## src/rtl/core/dshot150_frame_transmitter_assert.svh

```systemverilog
// -----------------------------------------------------------------------------
// dshot150_frame_transmitter_assert.svh
// Assertion macros for the DShot150 frame transmitter. The macros expect clk
// and rst in scope; checks are disabled while rst is high.
// -----------------------------------------------------------------------------
`ifndef DSHOT150_FRAME_TRANSMITTER_ASSERT_SVH
`define DSHOT150_FRAME_TRANSMITTER_ASSERT_SVH

// Check a condition at every clock edge
`define DSHOT_TX_ASSERT_NOW(label, cond, msg) \
  label: assert property (@(posedge clk) disable iff (rst) (cond)) else $error(msg);

// Check that a consequent holds in the cycle after its antecedent
`define DSHOT_TX_ASSERT_NEXT(label, ante, cons, msg) \
  label: assert property (@(posedge clk) disable iff (rst) (ante) |=> (cons)) else $error(msg);

`endif

```

## src/rtl/core/dshot_tx_pkg.sv

```systemverilog
// -----------------------------------------------------------------------------
// dshot_tx_pkg
// Shared types and constants of the DShot150 frame transmitter.
// -----------------------------------------------------------------------------
`default_nettype none

package dshot_tx_pkg;

  // Field widths
  localparam int unsigned SPEED_W   = 14;
  localparam int unsigned FRAME_W   = 16;
  localparam int unsigned VALUE_W   = 11;
  localparam int unsigned PERIOD_W  = 8;
  localparam int unsigned REPEAT_W  = 10;
  localparam int unsigned GAP_W     = 20;
  localparam int unsigned CFG_IDX_W = 3;
  localparam int unsigned CFG_DAT_W = 20;
  localparam int unsigned BIT_IDX_W = 4;

  // Throttle scaling
  localparam logic [12:0] SPEED_FULL   = 13'd4096;
  localparam logic [10:0] VALUE_SCALE  = 11'd2000;
  localparam logic [11:0] VALUE_OFFSET = 12'd48;
  localparam logic [11:0] VALUE_MAX    = 12'd2047;
  localparam logic [3:0]  NIBBLE_MASK  = 4'hF;

  // Register reset values
  localparam logic [PERIOD_W-1:0] BIT_PERIOD_RST = 8'd51;
  localparam logic [PERIOD_W-1:0] ZERO_HIGH_RST  = 8'd19;
  localparam logic [PERIOD_W-1:0] ONE_HIGH_RST   = 8'd40;
  localparam logic [REPEAT_W-1:0] REPEAT_RST     = 10'd1000;
  localparam logic [GAP_W-1:0]    GAP_RST        = 20'd500;

  // Last bit position of a frame
  localparam logic [BIT_IDX_W-1:0] LAST_BIT = 4'd15;

  // Configuration register indexes
  typedef enum logic [CFG_IDX_W-1:0] {
    CFG_BIT_PERIOD = 3'd0,
    CFG_ZERO_HIGH  = 3'd1,
    CFG_ONE_HIGH   = 3'd2,
    CFG_REPEAT     = 3'd3,
    CFG_GAP        = 3'd4,
    CFG_TELEMETRY  = 3'd5
  } cfg_reg_t;

  // One result word
  typedef struct packed {
    logic pin_level;
    logic busy_res;
    logic accepted;
  } result_t;

endpackage

`default_nettype wire

```

## src/rtl/core/dshot_tx_frame_enc.sv

```systemverilog
// -----------------------------------------------------------------------------
// dshot_tx_frame_enc
// Builds a 16-bit DShot frame from a Q2.12 speed: clamped throttle value,
// telemetry bit and XOR-of-nibbles checksum.
// -----------------------------------------------------------------------------
`default_nettype none

module dshot_tx_frame_enc (
  input  wire logic signed [dshot_tx_pkg::SPEED_W-1:0] speed_q12,
  input  wire logic                                    telemetry,
  output logic [dshot_tx_pkg::FRAME_W-1:0]             frame
);

  logic [12:0] speed_clamped;
  logic [23:0] product;
  logic [11:0] value_raw;
  logic [10:0] value;
  logic [11:0] payload;
  logic [3:0]  checksum;

  // Clamp speed to 0..full scale
  always_comb begin
    if (speed_q12 < 0) begin
      speed_clamped = '0;
    end else if (speed_q12 > $signed({1'b0, dshot_tx_pkg::SPEED_FULL})) begin
      speed_clamped = dshot_tx_pkg::SPEED_FULL;
    end else begin
      speed_clamped = speed_q12[12:0];
    end
  end

  // Scale to throttle value and saturate to 11 bits
  always_comb begin
    product   = 24'(speed_clamped) * 24'(dshot_tx_pkg::VALUE_SCALE);
    value_raw = product[23:12] + dshot_tx_pkg::VALUE_OFFSET;
    if (value_raw > dshot_tx_pkg::VALUE_MAX) begin
      value = dshot_tx_pkg::VALUE_MAX[10:0];
    end else begin
      value = value_raw[10:0];
    end
  end

  // Checksum over value and telemetry bit
  always_comb begin
    payload  = {value, telemetry};
    checksum = (payload[3:0] ^ payload[7:4] ^ payload[11:8]) & dshot_tx_pkg::NIBBLE_MASK;
    frame    = {payload, checksum};
  end

endmodule

`default_nettype wire

```

## src/rtl/core/dshot150_frame_transmitter.sv

```systemverilog
// -----------------------------------------------------------------------------
// dshot150_frame_transmitter
// DShot150 frame transmitter: takes throttle commands and tick words, and
// drives one line level per input word with repeated frames and gaps.
// -----------------------------------------------------------------------------
//
//  channel | direction | handshake           | payload
//  --------+-----------+---------------------+------------------------------
//  in      | in        | in_valid / in_stall | mode, speed_q12
//  out     | out       | out_valid/out_stall | pin_level, busy_res, accepted
//  cfg     | in        | cfg_valid/cfg_ready | cfg_index, cfg_data
//
//  One word is taken per clock cycle while in_stall is low, with one state
//  update at the input handshake; its result goes to the result register,
//  or to the skid register while that one is stalled. This two-entry output
//  stage keeps the input open while one result is stalled; in_stall rises
//  once both are full. Reset (rst, synchronous) restores register defaults
//  and leaves the block idle. Configuration writes are always ready.
//
`default_nettype none

module dshot150_frame_transmitter (
  input  wire logic                                      clk,
  input  wire logic                                      rst,
  // input words
  input  wire logic                                      in_valid,
  output logic                                           in_stall,
  input  wire logic                                      mode,
  input  wire logic signed [dshot_tx_pkg::SPEED_W-1:0]   speed_q12,
  // result words
  output logic                                           out_valid,
  input  wire logic                                      out_stall,
  output logic                                           pin_level,
  output logic                                           busy_res,
  output logic                                           accepted,
  // configuration writes
  input  wire logic                                      cfg_valid,
  output logic                                           cfg_ready,
  input  wire logic [dshot_tx_pkg::CFG_IDX_W-1:0]        cfg_index,
  input  wire logic [dshot_tx_pkg::CFG_DAT_W-1:0]        cfg_data
);

  `include "dshot150_frame_transmitter_assert.svh"

  // Configuration registers
  logic [dshot_tx_pkg::PERIOD_W-1:0] bit_period_ticks;
  logic [dshot_tx_pkg::PERIOD_W-1:0] zero_high_ticks;
  logic [dshot_tx_pkg::PERIOD_W-1:0] one_high_ticks;
  logic [dshot_tx_pkg::REPEAT_W-1:0] repeat_count;
  logic [dshot_tx_pkg::GAP_W-1:0]    gap_ticks;
  logic                              telemetry_request;

  // Waveform state
  logic [dshot_tx_pkg::FRAME_W-1:0]   frame_bits, frame_bits_next;
  logic [dshot_tx_pkg::BIT_IDX_W-1:0] bit_index, bit_index_next;
  logic [dshot_tx_pkg::PERIOD_W-1:0]  tick_in_bit, tick_in_bit_next;
  logic [dshot_tx_pkg::REPEAT_W-1:0]  repeats_left, repeats_left_next;
  logic [dshot_tx_pkg::GAP_W-1:0]     gap_left, gap_left_next;
  logic                               in_gap, in_gap_next;

  // Output stage
  dshot_tx_pkg::result_t result, out_word, skid_word;
  logic                  skid_valid;

  logic                              in_accept, out_take;
  logic [dshot_tx_pkg::FRAME_W-1:0]  new_frame;
  logic                              busy, cmd_take;
  logic                              cur_bit;
  logic [dshot_tx_pkg::PERIOD_W-1:0] cur_high, new_high;
  logic                              cur_level;
  logic [dshot_tx_pkg::PERIOD_W:0]   tick_inc;
  logic [dshot_tx_pkg::GAP_W-1:0]    gap_dec;

  assign in_accept = in_valid && !in_stall;
  assign out_take  = out_valid && !out_stall;
  assign in_stall  = skid_valid;
  assign cfg_ready = 1'b1;

  // Write configuration registers
  always_ff @(posedge clk) begin
    if (rst) begin
      bit_period_ticks  <= dshot_tx_pkg::BIT_PERIOD_RST;
      zero_high_ticks   <= dshot_tx_pkg::ZERO_HIGH_RST;
      one_high_ticks    <= dshot_tx_pkg::ONE_HIGH_RST;
      repeat_count      <= dshot_tx_pkg::REPEAT_RST;
      gap_ticks         <= dshot_tx_pkg::GAP_RST;
      telemetry_request <= 1'b0;
    end else if (cfg_valid && cfg_ready) begin
      case (cfg_index)
        dshot_tx_pkg::CFG_BIT_PERIOD: bit_period_ticks  <= cfg_data[dshot_tx_pkg::PERIOD_W-1:0];
        dshot_tx_pkg::CFG_ZERO_HIGH:  zero_high_ticks   <= cfg_data[dshot_tx_pkg::PERIOD_W-1:0];
        dshot_tx_pkg::CFG_ONE_HIGH:   one_high_ticks    <= cfg_data[dshot_tx_pkg::PERIOD_W-1:0];
        dshot_tx_pkg::CFG_REPEAT:     repeat_count      <= cfg_data[dshot_tx_pkg::REPEAT_W-1:0];
        dshot_tx_pkg::CFG_GAP:        gap_ticks         <= cfg_data[dshot_tx_pkg::GAP_W-1:0];
        dshot_tx_pkg::CFG_TELEMETRY:  telemetry_request <= cfg_data[0];
        default: ;
      endcase
    end
  end

  // Build the frame for an incoming command
  dshot_tx_frame_enc u_frame_enc (
    .speed_q12 (speed_q12),
    .telemetry (telemetry_request),
    .frame     (new_frame)
  );

  // Current line level
  always_comb begin
    busy      = (repeats_left != '0);
    cur_bit   = frame_bits[dshot_tx_pkg::LAST_BIT - bit_index];
    cur_high  = cur_bit ? one_high_ticks : zero_high_ticks;
    cur_level = busy && !in_gap && (tick_in_bit < cur_high);
    new_high  = new_frame[dshot_tx_pkg::FRAME_W-1] ? one_high_ticks : zero_high_ticks;
    cmd_take  = mode && !busy;
    tick_inc  = {1'b0, tick_in_bit} + 1'b1;
    gap_dec   = gap_left - 1'b1;
  end

  // Next state and result for the word at the input
  always_comb begin
    frame_bits_next   = frame_bits;
    bit_index_next    = bit_index;
    tick_in_bit_next  = tick_in_bit;
    repeats_left_next = repeats_left;
    gap_left_next     = gap_left;
    in_gap_next       = in_gap;
    result.pin_level  = cur_level;
    result.accepted   = 1'b0;
    if (mode) begin
      // Load a command only when idle; level shown is the first of the frame
      if (cmd_take) begin
        frame_bits_next   = new_frame;
        repeats_left_next = repeat_count;
        bit_index_next    = '0;
        tick_in_bit_next  = '0;
        gap_left_next     = '0;
        in_gap_next       = 1'b0;
        result.accepted   = 1'b1;
        result.pin_level  = (repeat_count != '0) && (new_high != '0);
      end
    end else if (busy) begin
      // Advance the waveform by one tick
      if (in_gap) begin
        gap_left_next = gap_dec;
        if (gap_dec == '0) begin
          in_gap_next       = 1'b0;
          bit_index_next    = '0;
          tick_in_bit_next  = '0;
          repeats_left_next = repeats_left - 1'b1;
        end
      end else if (tick_inc < {1'b0, bit_period_ticks}) begin
        tick_in_bit_next = tick_inc[dshot_tx_pkg::PERIOD_W-1:0];
      end else begin
        tick_in_bit_next = '0;
        if (bit_index != dshot_tx_pkg::LAST_BIT) begin
          bit_index_next = bit_index + 1'b1;
        end else if (gap_ticks != '0) begin
          in_gap_next    = 1'b1;
          gap_left_next  = gap_ticks;
          bit_index_next = '0;
        end else begin
          gap_left_next     = '0;
          bit_index_next    = '0;
          repeats_left_next = repeats_left - 1'b1;
        end
      end
    end
    result.busy_res = (repeats_left_next != '0);
  end

  // Update the waveform state on each accepted word
  always_ff @(posedge clk) begin
    if (rst) begin
      frame_bits   <= '0;
      bit_index    <= '0;
      tick_in_bit  <= '0;
      repeats_left <= '0;
      gap_left     <= '0;
      in_gap       <= 1'b0;
    end else if (in_accept) begin
      frame_bits   <= frame_bits_next;
      bit_index    <= bit_index_next;
      tick_in_bit  <= tick_in_bit_next;
      repeats_left <= repeats_left_next;
      gap_left     <= gap_left_next;
      in_gap       <= in_gap_next;
    end
  end

  // Output stage control: fill result register first, spill into skid
  always_ff @(posedge clk) begin
    if (rst) begin
      out_valid  <= 1'b0;
      skid_valid <= 1'b0;
    end else if (out_take || !out_valid) begin
      if (skid_valid) begin
        out_valid  <= 1'b1;
        skid_valid <= 1'b0;
      end else begin
        out_valid <= in_accept;
      end
    end else if (in_accept) begin
      skid_valid <= 1'b1;
    end
  end

  // Output stage data
  always_ff @(posedge clk) begin
    if (out_take || !out_valid) begin
      if (skid_valid) begin
        out_word <= skid_word;
      end else if (in_accept) begin
        out_word <= result;
      end
    end else if (in_accept) begin
      skid_word <= result;
    end
  end

  assign pin_level = out_word.pin_level;
  assign busy_res  = out_word.busy_res;
  assign accepted  = out_word.accepted;

  // Checks
  `DSHOT_TX_ASSERT_NOW(a_skid_behind_out, !skid_valid || out_valid,
    "skid word held without a result word")
  `DSHOT_TX_ASSERT_NOW(a_gap_only_busy, !in_gap || (repeats_left != '0),
    "gap active while idle")
  `DSHOT_TX_ASSERT_NEXT(a_idle_tick_holds, in_accept && !mode && (repeats_left == '0),
    (repeats_left == '0) && !in_gap, "tick while idle changed state")

endmodule

`default_nettype wire

```

## config.mk

```make
export PLATFORM = sky130hd
export DESIGN_NAME = dshot150_frame_transmitter
export DESIGN_NICKNAME = d
export VERILOG_FILES = /design/src/rtl/core/dshot_tx_pkg.sv /design/src/rtl/core/dshot_tx_frame_enc.sv /design/src/rtl/core/dshot150_frame_transmitter.sv
export VERILOG_INCLUDE_DIRS = /design/src /design/src/rtl/core
export SDC_FILE = /design/constraint.sdc
export NUM_CORES = 1
export LEC_CHECK = 0
export ABC_AREA = 1
export BUFFER_PORTS_ARGS = -buffer_cell sky130_fd_sc_hd__buf_2
export CAP_MARGIN = 40
export CELL_PAD_IN_SITES_DETAIL_PLACEMENT = 0
export CELL_PAD_IN_SITES_GLOBAL_PLACEMENT = 1
export CORE_MARGIN = 2
export CORE_UTILIZATION = 46
export CTS_CLUSTER_DIAMETER = 120
export DETAILED_ROUTE_END_ITERATION = 10
export MAX_ROUTING_LAYER = met4
export PLACE_DENSITY_LB_ADDON = 0.15
export REMOVE_ABC_BUFFERS = 1
export SLEW_MARGIN = 10
export SYNTH_ARGS = -nofsm -noshare
export SYNTH_HDL_FRONTEND = slang
export SYNTH_SLANG_ARGS = --single-unit
```

## constraint.sdc

```tcl
create_clock -name clk -period 7.8 [get_ports clk]
set_input_delay 0.39 -clock clk [delete_from_list [all_inputs] [get_ports clk]]
set_output_delay 0.39 -clock clk [all_outputs]
set_load 0.01 [all_outputs]
```

==> impl_metrics.ini <==
[layout]
fillers = 2071
seqCellArea_mm2 = 0.002502
nets = 1579
areaGrowthSynthToFinish_pct = 11.16
drive_above_1_share = 0.07500
final_util = 0.5251
multi_input_area_mm2 = 0.006091
diodes = 0
instances_no_fill = 1710

[pwr]
seq_power_share = 0.274
power.internal_mw = 1.536
sw_frac_of_total = 0.4018
power.density_mw_per_mm2 = 240.1
comb_power_share = 0.413
p_switching_mw = 1.032
total_power_mw = 2.568
p_leak_nw = 5.289
vdd_drop_max_mv = 0.1247
p_clk_frac = 0.313

[timing]
finalCritPeriodShare = 0.7933
finalMaxSlewViolations = 0
min_period_ns = 6.188
hold_violations = 0
fmax_ghz = 0.1616
slew_headroom = 0.4139
fin_setup_tns_ns = 0
setup_viol = 0
rsz0062_at_grt = false
worstMarginPinSlew_ns = 0.8779
clock_skew_ns = 0.01365

[logic_synthesis]
synth.distinct_cells = 47
synth_top_area_cell = dfxtp_1
yosys-top-cells-area = dfxtp_1, nand2_1, ha_1
avgSynthCellArea_um2 = 6.916
synth-seq-area-share = 0.2601
synth_most_common_cell = nand2_1
netlist_area_mm2 = 0.009620
ys_dominant_reg_cell = dfxtp_1
synth_warnings = 0
postSynthCellCount = 1391
synth_edf_count = 6
ys_ff_latch = 122
synth_common_cells = nand2_1, inv_1, nor2_1
synth.top_cell.area_share = 0.2414
synthArstFlopShare = 0

[setup_path]
crit_fanout = 14
worstPathRequired_ns = 7.97
cp.arrival_ns = 6.36
worstSetupPathType = in2reg
cp-end-kind = flop
slowest_stage = fa_1
crit_path_max_incr_delay_ns = 0.52
crit_top_cell = nand2_1
r2r_slack_ns = 3.71
critPathLaunchType = primary input

[cts]
root_buffer = clkbuf_16
cts_made_buffers = 17
tritoncts = built
clockBufferDepth = 2
postCtsSetupRepairBufs = 0
cts-hold-fix-buffers = 0
post_cts_resized = 0
cts-htree-levels = 4
cts_sinks = 122
clk_pin_slew_ns = 0.06
clkLatencyLatePin_ns = 0.42

[min_path]
min_path_type = in2reg

[detailed_routing]
vias_per_cell = 5.244
wl_mm = 25.57
final_antenna_net_count = 0
drt_iter0_drc = 470
wire_per_inst_um = 14.95
via_count = 8967
first_pass_iters = 5
drcViolationCount = 0

[floorplanning]
die_x_um = 148.6
die_y_um = 148.6
dieArea_mm2 = 0.02209
core-area_mm2 = 0.02036
rows = 52
pin_count = 49
start_util = 0.4724

[placed_design]
dpl.cell_count = 1678
io_buffers = 47
dp_hpwl_mm = 19.65
gp_congestion = 0.8643

[grt]
first_global_vias = 8664
antenna_found_initial = 0
grt_util_all_layers = 0.2516
grt_pass1_wl_mm = 43.21
grt_max_degree = 52
grt.overflow.total = 0

[flow_run]
max-cap-violations = 0

[outcome]
status = completed
==> sequential cells by signal, summed over array words and instances, names as in the netlist, 3 cells and up <==
signal	count
bit_period_ticks	8
gap_left	20
skid_word	3
one_high_ticks	8
bit_index	4
frame_bits	16
repeats_left	10
zero_high_ticks	8
tick_in_bit	8
repeat_count	10
gap_ticks	20
==> power groups by stage <==
stage,sequential (mW),combinational (mW),clock [mW]
floorplan,0.705,0.814,0
global placement,0.715,1.05,0
detailed placement,0.715,1.06,0
CTS,0.702,1.06,0.814
global route,0.708,1.24,0.845
finish,0.703,1.06,0.804
==> cell usage in the layout (no fill, tap or decap), types with 2 or more instances in the layout <==
cell type | Yosys | layout
a211oi_1 | 17 | 17
a21oi_1 | 95 | 95
a221oi_1 | 9 | 9
a31oi_1 | 3 | 3
buf_2 | 1 | 47
buf_4 | 1 | 8
bufinv_16 | 0 | 3
clkbuf_16 | 0 | 17
clkinv_1 | 4 | 4
clkinv_2 | 0 | 3
clkinv_4 | 0 | 2
clkinvlp_4 | 0 | 3
dfxtp_1 | 116 | 116
edfxtp_1 | 6 | 6
fa_1 | 40 | 40
ha_1 | 69 | 69
inv_1 | 226 | 225
inv_2 | 1 | 2
inv_6 | 0 | 3
nand2_1 | 269 | 269
nand2_2 | 4 | 4
nand3_1 | 82 | 82
nand4_1 | 19 | 19
nor2_1 | 141 | 140
nor2_2 | 5 | 6
nor2_4 | 2 | 2
nor3_1 | 15 | 15
nor3_4 | 2 | 2
nor4_1 | 12 | 12
o211ai_1 | 34 | 34
o21a_1 | 2 | 2
o21ai_0 | 114 | 114
o21ai_1 | 2 | 2
o21bai_1 | 2 | 2
o22ai_1 | 9 | 9
xnor2_1 | 6 | 6
xor2_1 | 34 | 34
==> layer usage <==
layer | up-vias | routed length (µm) | track usage
met3 | 33 | 791 | 0.03374
met5 | - | 0 | -
met1 | 4161 | 12510 | 0.3322
li1 | 4635 | - | -
met2 | 138 | 11850 | 0.4109
met4 | 0 | 423 | 0.06238
==> stage by stage <==
stage	hold WS [ns]	setup slack [ns]	instance area (µm²)
finish	0.2063	1.612	10690
floorplan	0.4292	2.092	9458
detailed placement	0.4622	1.176	10090
global route	0.2040	0.9295	10690
global placement	0.4577	1.354	10090
CTS	0.2044	1.597	10690
==> worst max-delay path: cells and delay by family <==
kind	cells	cell delay, ns
buf+inv	8	0.70
xor+xnor	1	0.30
compound gates	3	0.46
simple gates	16	2.11
fa+ha+maj	5	2.36
==> cell type report <==
type | count | share of cell area
multi-input combinational | 1000 | 0.5696
sequential | 122 | 0.2340
inverter | 231 | 0.08108
clock buffer | 18 | 0.04013
tap | 270 | 0.03159
timing repair buffer | 55 | 0.02761
clock inverter | 14 | 0.01603
==> path summary, 6_finish.rpt <==
path | startpoint | to | cells past startpoint
worst max register to register | tick_in_bit[0] | gap_left[3] | 17
worst min register to register | bit_period_ticks[3] | bit_period_ticks[3] | 2
worst min-delay path | cfg_data[15] | gap_ticks[15] | 3
worst max-delay path | speed_q12[13] | pin_level | 33
==> kinds of logic (layout without fill, tap and decap cells) <==
family                     after synthesis  count (layout)  synth area share
and+or+nand+nor                        560             560            0.2510
AOI/OAI and AO/OA                      289             289            0.1704
buffers and inverters                  269             318            0.1070
DFF                                    122             122            0.2601
adders and majority gates              109             109            0.1730
xor gates and xnor gates                41              41           0.03811
other                                    1               1         0.0003898
Power figures use the tool's default switching activity.
